--- src/design/overtake_assist_headway_controller_assert.svh ---
// Assertion macros for the overtake assist headway controller modules.
`ifndef OVERTAKE_ASSIST_HEADWAY_CONTROLLER_ASSERT_SVH
`define OVERTAKE_ASSIST_HEADWAY_CONTROLLER_ASSERT_SVH

// Check a property on every clock edge outside reset.
`define OAHC_ASSERT(lbl, prop, msg) \
  lbl: assert property (@(posedge clk_i) disable iff (!rst_ni) (prop)) else $error(msg);

// Check a property on every clock edge, reset included.
`define OAHC_ASSERT_ALWAYS(lbl, prop, msg) \
  lbl: assert property (@(posedge clk_i) (prop)) else $error(msg);

`endif

--- src/design/oahc_pkg.sv ---
// Types, codes and constants of the overtake assist headway controller.
package oahc_pkg;

  localparam int unsigned IN_W       = 72;
  localparam int unsigned OUT_W      = 24;
  localparam int unsigned CFG_IDX_W  = 4;
  localparam int unsigned CFG_DATA_W = 16;

  // Register indexes on the configuration channel
  localparam logic [CFG_IDX_W-1:0] CFG_MAX_SPEED  = 4'd0;
  localparam logic [CFG_IDX_W-1:0] CFG_MIN_SPEED  = 4'd1;
  localparam logic [CFG_IDX_W-1:0] CFG_SPEED_HYST = 4'd2;
  localparam logic [CFG_IDX_W-1:0] CFG_REL_LIMIT  = 4'd3;
  localparam logic [CFG_IDX_W-1:0] CFG_REL_HYST   = 4'd4;
  localparam logic [CFG_IDX_W-1:0] CFG_TIME_THR   = 4'd5;
  localparam logic [CFG_IDX_W-1:0] CFG_EXIT_IV    = 4'd6;
  localparam logic [CFG_IDX_W-1:0] CFG_CYCLE_TIME = 4'd7;

  // Register reset values
  localparam logic [7:0]  RST_MAX_SPEED  = 8'd150;
  localparam logic [7:0]  RST_MIN_SPEED  = 8'd60;
  localparam logic [7:0]  RST_SPEED_HYST = 8'd5;
  localparam logic [15:0] RST_REL_LIMIT  = 16'd3840;
  localparam logic [15:0] RST_REL_HYST   = 16'd512;
  localparam logic [15:0] RST_TIME_THR   = 16'd6000;
  localparam logic [7:0]  RST_EXIT_IV    = 8'd1;
  localparam logic [9:0]  RST_CYCLE_TIME = 10'd10;

  // Turn indicator codes
  localparam logic [1:0] IND_NONE = 2'd0;
  localparam logic [1:0] IND_LEFT = 2'd1;

  localparam logic signed [7:0] NO_OBJECT = -8'sd1;

  typedef enum logic [1:0] {
    ST_IDLE,
    ST_DIV,
    ST_COMMIT
  } oahc_state_e;

  typedef struct packed {
    logic load;
    logic div_step;
    logic commit;
  } oahc_cmd_t;

  typedef struct packed {
    logic div_last;
  } oahc_sts_t;

endpackage

--- src/design/overtake_assist_headway_controller.sv ---
// Overtake assist headway controller: one control tick in, one headway result out.
// An accepted tick runs the 8-step serial modulo of the release tick count by the exit
// interval, then commits; a new tick is taken only after the previous one commits, and a
// commit waits while an untaken result sits in the output register.
// A new tick is taken while the previous result waits in the output register.
// Reset (rst_ni low, asynchronous) restores register defaults and clears all tick state.
module overtake_assist_headway_controller (
  input  logic                            clk_i,
  input  logic                            rst_ni,
  input  logic                            s_axis_tvalid,
  output logic                            s_axis_tready,
  // indicator[1:0], speedometer_kmh[9:2], ego_speed[25:10], object_speed[41:26],
  // object_id[49:42], driver_headway[65:50], zero fill[71:66]
  input  logic [oahc_pkg::IN_W-1:0]       s_axis_tdata,
  output logic                            m_axis_tvalid,
  input  logic                            m_axis_tready,
  // assist_active[0], assist_active_before[1], release_pending[2],
  // headway_out[18:3], zero fill[23:19]
  output logic [oahc_pkg::OUT_W-1:0]      m_axis_tdata,
  input  logic                            cfg_valid_i,
  output logic                            cfg_ready_o,
  input  logic [oahc_pkg::CFG_IDX_W-1:0]  cfg_index_i,
  input  logic [oahc_pkg::CFG_DATA_W-1:0] cfg_data_i
);

  oahc_pkg::oahc_cmd_t cmd;
  oahc_pkg::oahc_sts_t sts;

  assign cfg_ready_o = 1'b1;

  oahc_ctrl u_ctrl (
    .clk_i       (clk_i),
    .rst_ni      (rst_ni),
    .in_valid_i  (s_axis_tvalid),
    .in_ready_o  (s_axis_tready),
    .out_valid_o (m_axis_tvalid),
    .out_ready_i (m_axis_tready),
    .sts_i       (sts),
    .cmd_o       (cmd)
  );

  oahc_datapath u_datapath (
    .clk_i       (clk_i),
    .rst_ni      (rst_ni),
    .cmd_i       (cmd),
    .sts_o       (sts),
    .in_data_i   (s_axis_tdata),
    .cfg_we_i    (cfg_valid_i),
    .cfg_index_i (cfg_index_i),
    .cfg_data_i  (cfg_data_i),
    .out_data_o  (m_axis_tdata)
  );

endmodule

--- src/design/oahc_datapath.sv ---
// Datapath: configuration registers, tick state, serial modulo and result register.
module oahc_datapath (
  input  logic                                clk_i,
  input  logic                                rst_ni,
  input  oahc_pkg::oahc_cmd_t                 cmd_i,
  output oahc_pkg::oahc_sts_t                 sts_o,
  input  logic [oahc_pkg::IN_W-1:0]           in_data_i,
  input  logic                                cfg_we_i,
  input  logic [oahc_pkg::CFG_IDX_W-1:0]      cfg_index_i,
  input  logic [oahc_pkg::CFG_DATA_W-1:0]     cfg_data_i,
  output logic [oahc_pkg::OUT_W-1:0]          out_data_o
);

  // Configuration registers
  logic [7:0]  max_spd_q, min_spd_q, spd_hyst_q, exit_iv_q;
  logic [15:0] rel_lim_q, rel_hyst_q, time_thr_q;
  logic [9:0]  cyc_time_q;

  // Tick state
  logic [1:0]         ind_prev_q, ind_prev_d;
  logic               armed_q, armed_d;
  logic [15:0]        time_q, time_d;
  logic [7:0]         ticks_q, ticks_d;
  logic               assist_q, assist_d;
  logic               release_q, release_d;
  logic signed [15:0] hw_q, hw_d;

  // Latched tick
  logic [1:0]         ind_q;
  logic [7:0]         spd_q;
  logic signed [15:0] ego_q, obj_q, drv_q;
  logic signed [7:0]  oid_q;

  // Serial modulo
  logic [7:0] rem_q, rem_d;
  logic [7:0] dvd_q;
  logic [7:0] dvs_q;
  logic [2:0] cnt_q;
  logic [8:0] rem_sh;
  logic [7:0] iv;

  logic [oahc_pkg::OUT_W-1:0] out_q;

  always_ff @(posedge clk_i or negedge rst_ni) begin
    if (!rst_ni) begin
      max_spd_q  <= oahc_pkg::RST_MAX_SPEED;
      min_spd_q  <= oahc_pkg::RST_MIN_SPEED;
      spd_hyst_q <= oahc_pkg::RST_SPEED_HYST;
      rel_lim_q  <= oahc_pkg::RST_REL_LIMIT;
      rel_hyst_q <= oahc_pkg::RST_REL_HYST;
      time_thr_q <= oahc_pkg::RST_TIME_THR;
      exit_iv_q  <= oahc_pkg::RST_EXIT_IV;
      cyc_time_q <= oahc_pkg::RST_CYCLE_TIME;
    end else if (cfg_we_i) begin
      unique case (cfg_index_i)
        oahc_pkg::CFG_MAX_SPEED:  max_spd_q  <= cfg_data_i[7:0];
        oahc_pkg::CFG_MIN_SPEED:  min_spd_q  <= cfg_data_i[7:0];
        oahc_pkg::CFG_SPEED_HYST: spd_hyst_q <= cfg_data_i[7:0];
        oahc_pkg::CFG_REL_LIMIT:  rel_lim_q  <= cfg_data_i;
        oahc_pkg::CFG_REL_HYST:   rel_hyst_q <= cfg_data_i;
        oahc_pkg::CFG_TIME_THR:   time_thr_q <= cfg_data_i;
        oahc_pkg::CFG_EXIT_IV:    exit_iv_q  <= cfg_data_i[7:0];
        oahc_pkg::CFG_CYCLE_TIME: cyc_time_q <= cfg_data_i[9:0];
        default: ;
      endcase
    end
  end

  // Zero interval acts as one
  assign iv = (exit_iv_q == 8'd0) ? 8'd1 : exit_iv_q;

  // Restoring remainder step, one dividend bit per cycle
  assign rem_sh = {rem_q, dvd_q[7]};
  assign rem_d  = (rem_sh >= {1'b0, dvs_q}) ? 8'(rem_sh - {1'b0, dvs_q}) : rem_sh[7:0];

  always_ff @(posedge clk_i or negedge rst_ni) begin
    if (!rst_ni) begin
      cnt_q <= 3'd0;
    end else if (cmd_i.load) begin
      cnt_q <= 3'd0;
    end else if (cmd_i.div_step) begin
      cnt_q <= cnt_q + 3'd1;
    end
  end

  assign sts_o.div_last = (cnt_q == 3'd7);

  always_ff @(posedge clk_i) begin
    if (cmd_i.load) begin
      ind_q <= in_data_i[1:0];
      spd_q <= in_data_i[9:2];
      ego_q <= in_data_i[25:10];
      obj_q <= in_data_i[41:26];
      oid_q <= in_data_i[49:42];
      drv_q <= in_data_i[65:50];
      rem_q <= 8'd0;
      dvd_q <= ticks_q + 8'd1;
      dvs_q <= iv;
    end else if (cmd_i.div_step) begin
      rem_q <= rem_d;
      dvd_q <= {dvd_q[6:0], 1'b0};
    end
  end

  // Tick update
  logic [16:0]        t_sum;
  logic [15:0]        t_sat;
  logic signed [16:0] diff;
  logic [16:0]        rel;
  logic [16:0]        rel_off;
  logic signed [9:0]  spd_s, max_lo, min_lo;
  logic               window_ok, turn_on, turn_off, due;

  assign t_sum   = {1'b0, time_q} + {7'd0, cyc_time_q};
  assign t_sat   = t_sum[16] ? 16'hFFFF : t_sum[15:0];
  assign diff    = {ego_q[15], ego_q} - {obj_q[15], obj_q};
  assign rel     = diff[16] ? 17'(-diff) : 17'(diff);
  assign rel_off = {1'b0, rel_lim_q} + {1'b0, rel_hyst_q};
  assign spd_s   = {2'b00, spd_q};
  assign max_lo  = {2'b00, max_spd_q} - {2'b00, spd_hyst_q};
  assign min_lo  = {2'b00, min_spd_q} - {2'b00, spd_hyst_q};
  assign turn_on = (spd_q >= min_spd_q) && (spd_s < max_lo) && (rel < {1'b0, rel_lim_q});
  assign turn_off = (spd_s < min_lo) || (spd_q > max_spd_q) || (rel > rel_off);
  assign due     = (rem_q == 8'd0);

  always_comb begin
    ind_prev_d = ind_q;

    priority if (ind_q == oahc_pkg::IND_LEFT && ind_prev_q == oahc_pkg::IND_NONE) begin
      armed_d = 1'b1;
    end else if (ind_q != oahc_pkg::IND_LEFT && ind_prev_q == oahc_pkg::IND_LEFT) begin
      armed_d = 1'b0;
    end else begin
      armed_d = armed_q;
    end

    if (!armed_d) begin
      time_d = 16'd0;
    end else if (time_q < time_thr_q) begin
      time_d = t_sat;
    end else begin
      time_d = time_q;
    end

    window_ok = (time_d < time_thr_q) && armed_d && (oid_q != oahc_pkg::NO_OBJECT);
    priority if (!window_ok) begin
      assist_d = 1'b0;
    end else if (turn_on) begin
      assist_d = 1'b1;
    end else if (turn_off) begin
      assist_d = 1'b0;
    end else begin
      assist_d = assist_q;
    end

    hw_d      = hw_q;
    release_d = release_q;
    ticks_d   = ticks_q;
    priority if (assist_d) begin
      hw_d = 16'sd0;
    end else if (assist_q) begin
      release_d = 1'b1;
    end else if (release_q) begin
      ticks_d = ticks_q + 8'd1;
      priority if (hw_q < drv_q) begin
        if (due) hw_d = hw_q + 16'sd1;
      end else if (hw_q > drv_q) begin
        if (due) hw_d = hw_q - 16'sd1;
      end else begin
        release_d = 1'b0;
      end
    end else begin
      hw_d = drv_q;
    end
  end

  always_ff @(posedge clk_i or negedge rst_ni) begin
    if (!rst_ni) begin
      ind_prev_q <= oahc_pkg::IND_NONE;
      armed_q    <= 1'b0;
      time_q     <= 16'd0;
      ticks_q    <= 8'd0;
      assist_q   <= 1'b0;
      release_q  <= 1'b0;
      hw_q       <= 16'sd0;
    end else if (cmd_i.commit) begin
      ind_prev_q <= ind_prev_d;
      armed_q    <= armed_d;
      time_q     <= time_d;
      ticks_q    <= ticks_d;
      assist_q   <= assist_d;
      release_q  <= release_d;
      hw_q       <= hw_d;
    end
  end

  // Result beat: assist, previous assist, release, headway, zero fill
  always_ff @(posedge clk_i) begin
    if (cmd_i.commit) begin
      out_q <= {5'd0, hw_d, release_d, assist_q, assist_d};
    end
  end

  assign out_data_o = out_q;

endmodule

--- src/design/oahc_ctrl.sv ---
// Controller: sequences accept, serial modulo, state commit and result handoff.
module oahc_ctrl (
  input  logic                clk_i,
  input  logic                rst_ni,
  input  logic                in_valid_i,
  output logic                in_ready_o,
  output logic                out_valid_o,
  input  logic                out_ready_i,
  input  oahc_pkg::oahc_sts_t sts_i,
  output oahc_pkg::oahc_cmd_t cmd_o
);

  `include "overtake_assist_headway_controller_assert.svh"

  oahc_pkg::oahc_state_e state_q, state_d;
  logic out_valid_q, out_valid_d;
  logic out_free;

  assign out_free = !out_valid_q || out_ready_i;

  always_ff @(posedge clk_i or negedge rst_ni) begin
    if (!rst_ni) begin
      state_q     <= oahc_pkg::ST_IDLE;
      out_valid_q <= 1'b0;
    end else begin
      state_q     <= state_d;
      out_valid_q <= out_valid_d;
    end
  end

  always_comb begin
    state_d    = state_q;
    cmd_o      = '0;
    in_ready_o = 1'b0;
    unique case (state_q)
      oahc_pkg::ST_IDLE: begin
        in_ready_o = 1'b1;
        if (in_valid_i) begin
          cmd_o.load = 1'b1;
          state_d    = oahc_pkg::ST_DIV;
        end
      end
      oahc_pkg::ST_DIV: begin
        cmd_o.div_step = 1'b1;
        if (sts_i.div_last) state_d = oahc_pkg::ST_COMMIT;
      end
      oahc_pkg::ST_COMMIT: begin
        // hold until the result register can take the new beat
        if (out_free) begin
          cmd_o.commit = 1'b1;
          state_d      = oahc_pkg::ST_IDLE;
        end
      end
      default: state_d = oahc_pkg::ST_IDLE;
    endcase

    out_valid_d = out_valid_q;
    if (out_valid_q && out_ready_i) out_valid_d = 1'b0;
    if (cmd_o.commit) out_valid_d = 1'b1;
  end

  assign out_valid_o = out_valid_q;

  `OAHC_ASSERT(a_accept_starts_div, (in_valid_i && in_ready_o) |=> (state_q == oahc_pkg::ST_DIV),
               "accepted beat did not start the modulo")
  `OAHC_ASSERT(a_div_ends, (state_q == oahc_pkg::ST_DIV && sts_i.div_last) |=>
               (state_q == oahc_pkg::ST_COMMIT), "modulo did not end after eight steps")
  `OAHC_ASSERT(a_no_overwrite, cmd_o.commit |-> (!out_valid_q || out_ready_i),
               "commit overwrote an untaken result")
  `OAHC_ASSERT(a_commit_shows, cmd_o.commit |=> out_valid_q,
               "committed result not presented")

endmodule

--- config.mk ---
export PLATFORM = sky130hd
export DESIGN_NAME = overtake_assist_headway_controller
export DESIGN_NICKNAME = d
export VERILOG_FILES = /design/src/design/oahc_pkg.sv /design/src/design/overtake_assist_headway_controller.sv /design/src/design/oahc_datapath.sv /design/src/design/oahc_ctrl.sv
export VERILOG_INCLUDE_DIRS = /design/src /design/src/design
export SDC_FILE = /design/constraint.sdc
export NUM_CORES = 1
export LEC_CHECK = 0
export ABC_AREA = 1
export BUFFER_PORTS_ARGS = -buffer_cell sky130_fd_sc_hd__buf_4
export CORE_MARGIN = 2
export CORE_UTILIZATION = 45
export DETAILED_ROUTE_END_ITERATION = 7
export SLEW_MARGIN = 40
export SYNTH_ARGS = -nofsm -noshare
export SYNTH_HDL_FRONTEND = slang
export SYNTH_SLANG_ARGS = --single-unit
--- constraint.sdc ---
create_clock -name clk_i -period 4.1 [get_ports clk_i]
set_input_delay 0.82 -clock clk_i [delete_from_list [all_inputs] [get_ports clk_i]]
set_output_delay 0.82 -clock clk_i [all_outputs]
set_load 0.03 [all_outputs]
; Yosys cells after proc, flatten, opt, wreduce, memory -nomap -nowiden
; Index checks and enable logic that the tools add are counted.
[op_classes]
addsub = 11
mul = 0
div = 0
order_cmp = 11
n_eq_ne = 17
n_shift = 0
n_mux = 38
n_bitwise = 2
reduce_logical = 28
[op_table]
columns = op, count
row1 = $mux 16, 10
row2 = $lt 16x16->1, 3
row3 = $mux 8, 3
row4 = $lt 9x10->1, 2
row5 = $mux 1, 18
row6 = $sub 8x8->9, 2
row7 = $add 16x10->17, 1
row8 = $add 16x16->17, 1
row9 = $gt 17x17->1, 1
row10 = $lt 17x16->1, 1
row11 = $mux 17, 1
row12 = $neg 17->17, 1
row13 = $sub 16x16->17, 1
row14 = $add 16x2->16 const B, 1
row15 = $eq 4x3->1 const B, 4
row16 = $gt 16x16->1, 1
row17 = $logic_not 8->1, 2
row18 = $reduce_and 2->1, 8
row19 = $sub 16x2->16 const B, 1
row20 = $ge 9x8->1, 1
row21 = $add 8x1->8 const B, 1
row22 = $eq 4x2->1 const B, 2
row23 = $ge 8x8->1, 1
row24 = $gt 8x8->1, 1
row25 = 21 further kinds, 39
[totals]
reg_bits = 250
latchBits = 0
ramBits = 0
rom_bits = 0
inputBits = 97
n_memories = 0

; Longest topological paths before layout
; Gate-level depths: netlist of the first run.
[depth]
word_depth = 11
ltp_mapped = 32
mapped_depth_nobuf = 32

; By module
; From an unflattened synthesis of the first run, not the netlist that was laid out.
[hier_totals]
hier_cells = 2022
hier_area_um2 = 16651.0
[by_module_without_submodules]
columns = mod, instances, cells_per_inst, area_each_um2
row1 = oahc_datapath, 1, 1998, 16484.6
row2 = oahc_ctrl, 1, 22, 155.1
row3 = overtake_assist_headway_controller, 1, 2, 11.3

; Worst setup path after synthesis of the first run
; No wires, ideal clock.
[synth_path]
path_type = flip-flop to flip-flop
from = reg u_datapath.obj_q[0]
to = reg u_datapath.out_q (netlist bit u_datapath.out_data_o[16]) (data pin)
arrival_time_ns = 3.691
required_time_ns = 3.845
setup_slack_ns = 0.154
stages_incl_launch_ff = 26
synth_period_minus_slack_ns = 3.946
cell_sequence = edfxtp_1 > ha_1 > fa_1 > xor2_1 > nand3_1 > inv_1 > nand3_1 > inv_1 > nand3_1 > nor2_1 > nand2_1 > nor2_1 > nand2_1 > o21ai_0 > xor2_1 > ha_1 > nand4_1 > inv_1 > a21oi_1 > o311ai_0 > o41ai_1 > nand2_1 > a21oi_2 > nand2_4 > buf_6 > and2_1
[synth_between]
elab_chain_cells = 9
word_cells_on_any_way = 11
[synth_lines]
columns = element, line_no
row1 = "start, declared", oahc_datapath.sv:31  ; logic signed [15:0] ego_q, obj_q, drv_q;
row2 = "start signal, assigned", oahc_datapath.sv:93  ; obj_q <= in_data_i[41:26];
row3 = $sub 16x16->17 *, oahc_datapath.sv:116  ; assign diff = {ego_q[15], ego_q} - {obj_q[15], obj_q};
row4 = $neg 17->17, oahc_datapath.sv:117  ; assign rel = diff[16] ? 17'(-diff) : 17'(diff);
row5 = $mux 17 *, oahc_datapath.sv:117
row6 = $gt 17x17->1, oahc_datapath.sv:123  ; assign turn_off = (spd_s < min_lo) || (spd_q > max_spd_q) || (rel > rel_off);
row7 = $logic_or 1x1->1, oahc_datapath.sv:123
row8 = $mux 1, oahc_datapath.sv:150  ; end else if (turn_off) begin
row9 = $mux 1 *, oahc_datapath.sv:148  ; end else if (turn_on) begin
row10 = $mux 1 *, oahc_datapath.sv:146  ; priority if (!window_ok) begin
row11 = $mux 16 *, oahc_datapath.sv:159  ; priority if (assist_d) begin
row12 = via u_datapath.hw_d[13], oahc_datapath.sv:26  ; logic signed [15:0] hw_q, hw_d;
row13 = "end signal, assigned", oahc_datapath.sv:200  ; out_q <= {5'd0, hw_d, release_d, assist_q, assist_d};
row14 = "end, declared", oahc_datapath.sv:42  ; logic [oahc_pkg::OUT_W-1:0] out_q;
; The timed path passes the listed nets; every way through them passes the cells marked *.
; A chain may end at the register's enable or synchronous reset.

; Final worst setup path of the first run
[layout_path]
from = reg u_datapath.obj_q[0]
to = reg u_datapath.out_q (netlist bit u_datapath.out_data_o[11]) (data pin)
; The elaborated chain is that of the path after synthesis.

==> impl_metrics.env, run 1 <==
export IMPL_status="complete, but fails checks"
export IMPL_violations="setup timing"
export IMPL_p_leak_nw=9.93
export IMPL_clk_pin_slew_ns=0.06
export IMPL_finalMaxSlewViolations=0
export IMPL_finalHoldViolCount=0
export IMPL_worst_setup_path_end_kind="flop"
export IMPL_rsz0062_at_grt="yes"
export IMPL_cts_hold_buf=0
export IMPL_path_common_cell="nand2_1"
export IMPL_synthesis_area_mm2=0.0166
export IMPL_place_area_mm2=0.0188
export IMPL_route_detailed_drc=0
export IMPL_synth_cells=2018
export IMPL_insertion_delay_ns=0.58
export IMPL_grt_pass1_wl_mm=67.5
export IMPL_max_stage_delay_ns=0.42
export IMPL_coreArea_mm2=0.0364
export IMPL_fin_util=0.562
export IMPL_viasPerCell=5.13
export IMPL_avgSynthCellArea_um2=8.21
export IMPL_cts_tree="yes"
export IMPL_die_y_um=196
export IMPL_whs_ns=0.264
export IMPL_synth_top_area_frac=0.183
export IMPL_fin_area_mm2=0.0205
export IMPL_drtIter0Drc=728
export IMPL_yosysSeqAreaShare=0.407
export IMPL_ys_warn_count=0
export IMPL_antenna_found_initial=0
export IMPL_wl_mm=41.3
export IMPL_layout_min_cycle_time_ns=4.36
export IMPL_dp_hpwl_mm=30.0
export IMPL_fill_cells=3355
export IMPL_grt_max_degree=87
export IMPL_synth_ff_type="dfrtp_1"
export IMPL_cts_root_buf="clkbuf_16"
export IMPL_setup_slack_ns=-0.263
export IMPL_final_nets=2539
export IMPL_ir_worst_vdd_v=0.000397
export IMPL_cap_viol_max_count=0
export IMPL_clock_path_buffers=3
export IMPL_syn_to_final_growth_pct=23.6
export IMPL_pre_cts_ws_ns=-0.631
export IMPL_synth_async_sr_flop_share=0.564
export IMPL_largest_reg_flops=19
export IMPL_grt_ovfl_total=0
export IMPL_crit_type="flop to flop"
export IMPL_ys_seq_elements=250
export IMPL_arrival_ns=4.69
export IMPL_wl_per_cell_um=15.0
export IMPL_slew_headroom=0.485
export IMPL_grt_pass1_vias=13917
export IMPL_synth_enable_flop_cells=101
export IMPL_yosysUniqueCellTypes=56
export IMPL_start_util=0.455
export IMPL_critPathLaunchType="flop"
export IMPL_track_usage=0.215
export IMPL_yosys_top_cells_area="edfxtp_1 (18%), dfrtp_1 (18%), ha_1 (14%)"
export IMPL_final_layout_size_suffix_gt1_frac=0.203
export IMPL_die_w_um=196
export IMPL_power_density_mw_per_mm2=694
export IMPL_drtPass1Iterations=6
export IMPL_htree_levels=1
export IMPL_port_buffers=111
export IMPL_rows=70
export IMPL_vias=14098
export IMPL_dieArea_mm2=0.0384
export IMPL_drtAntennaViolNets=0
export IMPL_setup_tns_final_ns=-9.56
export IMPL_cts_sinks=250
export IMPL_critPathMaxFanout=6
export IMPL_min_period_over_period=1.06
export IMPL_worst_path_max_delay_cell="edfxtp_1"
export IMPL_hold_path_class="primary input to asynchronous set/reset pin"
export IMPL_worst_slew_pin_transition_ns=0.771
export IMPL_routabilityCongestion=0.915
export IMPL_final_setup_viol_count=44
export IMPL_fmax_ghz=0.229
export IMPL_pin_count=124
export IMPL_clock_skew_ns=0.0126
export IMPL_cp_required_ns=4.43
export IMPL_synth_largest_area_cell="edfxtp_1"
export IMPL_cts_buffers=29
Yosys cell counts, types with 7 or more instances:
cell type,instances
nand2_1,487
inv_1,264
ha_1,180
o21ai_0,173
a21oi_1,138
dfrtp_1,116
nor2_1,111
nand3_1,105
edfxtp_1,101
xor2_1,55
clkbuf_1,43
xnor2_1,27
dfstp_2,25
nand4_1,25
nor3_1,24
and2_1,13
a221oi_1,8
dfxtp_1,8
o21bai_1,8
a21o_1,7
repair_timing:
item / CTS / global route
gates resized for setup: 54 / 92
buffers inserted: 9 / 7
cloned: 2 / 1
hold endpoints to repair: 0 / 0
endpoints found under the setup margin: 44 / 44
pin swaps: 10 / 56
critical path, delay by kind of cell, from the launching register on:
kind / cells / cell delay [ns]
AO/OA/AOI/OAI: 3 / 0.72
AND/OR/NAND/NOR: 13 / 1.36
flip-flops: 1 / 0.42
XOR/XNOR: 2 / 0.20
buffers and inverters: 4 / 0.53
adder cells (fa/ha/maj): 3 / 0.87
where the power goes:
group          total (mW)  leakage (nW)  internal, mW  switching (mW)
sequential           3.79          2.75          3.30           0.484
combinational        7.74          6.68          3.38            4.36
clock                2.69         0.495          1.63            1.06
total                14.2          9.93          8.32            5.90
logic make-up after synthesis:
kind of cell / share of synthesized area
and+or+nand+nor: 0.198
AOI/OAI and AO/OA: 0.127
buffers and inverters: 0.0773
DFF: 0.407
adders and majority gates: 0.143
xor gates and xnor gates: 0.0463
other: 0.000453
cells in the final DEF, fill, tap and decap left out, types with 9 or more instances in the layout:
master / instances
nand2_1: 465
inv_1: 257
buf_4: 251
ha_1: 170
o21ai_0: 163
a21oi_1: 131
dfrtp_1: 116
nor2_1: 103
edfxtp_1: 101
nand3_1: 89
xor2_1: 48
clkbuf_16: 31
xnor2_1: 26
nand4_1: 25
dfstp_2: 25
nor3_1: 20
nand2_2: 19
nand3_2: 18
and2_4: 13
xor2_2: 10
a21oi_2: 9
o21ai_1: 9
clkinv_2: 9
per-stage QoR:
| step | instances | power (mW) |
|---|---|---|
| 2_1_floorplan | 2022 | 8.50 |
| 3_3_place_gp | 2679 | 10.5 |
| 3_5_place_dp | 2679 | 10.7 |
| 4_1_cts | 2742 | 13.8 |
| 5_1_grt | 2747 | 15.5 |
| 6_report | 2749 | 14.2 |
cell type report:
cell class	count	area (um^2)	share of cell area
multi-input combinational	1446	9110	0.445
sequential	250	6750	0.330
timing repair buffer	261	2030	0.0989
inverter	268	1010	0.0495
clock buffer	37	807	0.0394
tap	468	586	0.0286
clock inverter	17	184	0.00898
antenna	2	5.00	0.000244
final timing paths:
| path | endpoint | slack [ns] | startpoint | depth (start not counted) |
|---|---|---|---|---|
| max reg2reg | u_datapath.out_data_o[11]$_DFFE_PP_ | -0.26 | u_datapath.obj_q[0]$_DFFE_PP_ | 25 |
| min reg2reg | u_datapath.ind_prev_q[1]$_DFFE_PN0P_ | 0.48 | u_datapath.ind_prev_d[1]$_DFFE_PP_ | 2 |
| max in group asynchronous | u_datapath.rel_hyst_q[1]$_DFFE_PN0P_ | 3.02 | rst_ni | 2 |
| max | u_datapath.out_data_o[11]$_DFFE_PP_ | -0.26 | u_datapath.obj_q[0]$_DFFE_PP_ | 25 |
| min in group clk_i | u_datapath.ego_q[12]$_DFFE_PP_ | 0.42 | s_axis_tdata[22] | 1 |
| min | u_datapath.hw_q[13]$_DFFE_PN0P_ | 0.26 | rst_ni | 1 |
layer usage:
layer	part of all wire	GRT usage
met5	0	0
met4	0.023	0.0530
met3	0.032	0.0261
met2	0.48	0.374
met1	0.46	0.286
(Power assumes the default switching activity.)
==> run 2: changes to the inputs <==
clock period = 3.85 ns   (was 4.1 ns; I/O delays follow)
==> impl_metrics.env, run 2 (synthesis gave the netlist of run 1 again) <==
export IMPL_status="complete, but fails checks"
export IMPL_violations="setup timing"
export IMPL_cts_buffers=29
export IMPL_rsz0062_at_grt="yes"
export IMPL_cts_sinks=250
export IMPL_grt_ovfl_total=0
export IMPL_largest_reg_flops=19
export IMPL_viasPerCell=5.17
export IMPL_dieArea_mm2=0.0384
export IMPL_port_buffers=111
export IMPL_swShare=0.410
export IMPL_place_area_mm2=0.0190
export IMPL_die_w_um=196
export IMPL_fin_area_mm2=0.0207
export IMPL_clkPwrFrac=0.206
export IMPL_fill_cells=3354
export IMPL_pwr_share_seq=0.264
export IMPL_wl_mm=42.5
export IMPL_die_y_um=196
export IMPL_vias=14321
export IMPL_worst_setup_path_end_kind="flop"
export IMPL_rows=70
export IMPL_grt_pass1_wl_mm=68.9
export IMPL_syn_to_final_growth_pct=24.7
export IMPL_ir_worst_vdd_v=0.000413
export IMPL_r2r_slack_ns=-0.48
export IMPL_max_stage_delay_ns=0.56
export IMPL_track_usage=0.220
export IMPL_combPwrFrac=0.530
export IMPL_start_util=0.455
export IMPL_cts_tree="yes"
export IMPL_reg2reg_from="u_datapath.obj_q[0]$_DFFE_PP_"
export IMPL_cts_hold_buf=0
export IMPL_timing_rr_end="u_datapath.ticks_q[4]$_DFFE_PN0P_"
export IMPL_critPathLaunchType="flop"
export IMPL_crit_family="adder cells"
export IMPL_power_switching_mw=6.27
export IMPL_clock_skew_ns=0.0152
export IMPL_min_period_over_period=1.13
export IMPL_cp_required_ns=4.31
export IMPL_layout_common_cells="nand2_1 (472), buf_4 (268), inv_1 (257)"
export IMPL_multi_input_area_mm2=0.00900
export IMPL_critPathMaxFanout=8
export IMPL_fmax_ghz=0.231
export IMPL_critPathBufInv=3
export IMPL_power_density_mw_per_mm2=741
export IMPL_htree_levels=1
export IMPL_crit_type="flop to flop"
export IMPL_arrival_ns=4.79
export IMPL_final_seq_area_mm2=0.00675
export IMPL_final_setup_viol_count=44
export IMPL_layout_commonest_cell="nand2_1"
export IMPL_worst_slew_pin_transition_ns=0.759
export IMPL_intPower_mw=9.04
export IMPL_p_leak_nw=10.0
export IMPL_clk_pin_slew_ns=0.06
export IMPL_grt_max_degree=62
export IMPL_cts_root_buf="clkbuf_16"
export IMPL_route_detailed_drc=0
export IMPL_dp_hpwl_mm=30.9
export IMPL_drtPass1Iterations=5
export IMPL_final_layout_size_suffix_gt1_frac=0.203
export IMPL_coreArea_mm2=0.0364
export IMPL_drtAntennaViolNets=0
export IMPL_routabilityCongestion=0.912
export IMPL_drtIter0Drc=732
export IMPL_final_nets=2562
export IMPL_slew_headroom=0.493
export IMPL_antenna_found_initial=1
export IMPL_finalMaxSlewViolations=0
export IMPL_cap_viol_max_count=0
export IMPL_hold_path_class="primary input to asynchronous set/reset pin"
export IMPL_grt_pass1_vias=14036
export IMPL_finalHoldViolCount=0
export IMPL_layout_min_cycle_time_ns=4.33
export IMPL_setup_slack_ns=-0.483
export IMPL_pre_cts_ws_ns=-0.632
export IMPL_reg2regPathDepth=25
export IMPL_pin_count=124
export IMPL_wl_per_cell_um=15.3
export IMPL_clock_path_buffers=3
export IMPL_insertion_delay_ns=0.57
export IMPL_worst_path_max_delay_cell="fa_2"
[run 2: area by class of cell]
type,count,share of cell area
clock buffers,37,0.0421
inverters,268,0.0491
flip-flops and latches,250,0.327
diodes,1,0.000121
repair buffers,281,0.106
multi-input cells,1449,0.436
well taps,468,0.0283
clock inverters,16,0.0117
[run 2: what timing repair did]
action                     in CTS  in global routing
pin swaps                      27                 27
setup endpoints to repair      44                 44
buffers inserted                6                  4
cloned                          3                  1
gates resized for setup        79                 34
[run 2: power by group through the flow]
stage          logic (mW)  registers (mW)  clock network [mW]
2_1_floorplan        5.13            3.93                   0
3_3_place_gp         7.23            4.05                   0
3_5_place_dp         7.45            4.07                   0
4_1_cts              7.85            4.03                3.23
5_1_grt              9.22            4.12                3.32
6_report             8.12            4.04                3.15
[run 2: metal layers]
layer	GRT usage	share of wire	vias up
met4	0.0550	0.027	0
met3	0.0272	0.039	74
met5	0	0	-
met2	0.381	0.48	300
met1	0.291	0.46	6718
li1	-	-	7229
[run 2: worst register-to-register path: stages (launching register included)]
cell and delay [ns]:
edfxtp_1 0.37, ha_2 0.20, fa_2 0.56, ha_2 0.23, nand3_4 0.11, nor2_4 0.13, nand3_2 0.07, nor2_2 0.12
nand2_2 0.09, buf_6 0.13, nor2_4 0.10, a21oi_2 0.09, xnor2_2 0.15, ha_1 0.31, a21oi_1 0.17, o21ai_1 0.12
a21oi_2 0.14, o311ai_2 0.12, o41ai_2 0.06, nand2_1 0.15, a21oi_4 0.22, buf_12 0.16, nand2_8 0.13, clkbuf_16 0.21
nand3_1 0.06, nand2_1 0.05
[run 2: how the worst max path moves through the flow]
| stage | to | cells past startpoint | from |
|---|---|---|---|
| global route | u_datapath.ticks_q[2]$_DFFE_PN0P_ | 29 | u_datapath.ego_q[2]$_DFFE_PP_ |
| detailed placement | u_datapath.out_data_o[0]$_DFFE_PP_ | 25 | u_datapath.obj_q[0]$_DFFE_PP_ |
| finish | u_datapath.ticks_q[4]$_DFFE_PN0P_ | 25 | u_datapath.obj_q[0]$_DFFE_PP_ |
| CTS | u_datapath.ticks_q[5]$_DFFE_PN0P_ | 29 | u_datapath.obj_q[0]$_DFFE_PP_ |
| global placement | u_datapath.out_data_o[0]$_DFFE_PP_ | 25 | u_datapath.obj_q[0]$_DFFE_PP_ |
| floorplan | u_datapath.out_data_o[16]$_DFFE_PP_ | 30 | u_datapath.obj_q[0]$_DFFE_PP_ |
[run 2: through the flow]
| step | power, mW | setup TNS (ns) | std cells | hold slack, ns | util |
|---|---|---|---|---|---|
| 4_1_cts | 15.1 | -13.44 | 2764 | 0.187 | 0.562 |
| 3_3_place_gp | 11.3 | -17.38 | 2702 | 0.455 | 0.520 |
| 2_1_floorplan | 9.06 | 0 | 2022 | 0.445 | - |
| 5_1_grt | 16.7 | -28.00 | 2769 | 0.213 | 0.567 |
| 3_5_place_dp | 11.5 | -22.93 | 2702 | 0.473 | 0.521 |
| 6_report | 15.3 | -18.76 | 2770 | 0.177 | 0.567 |
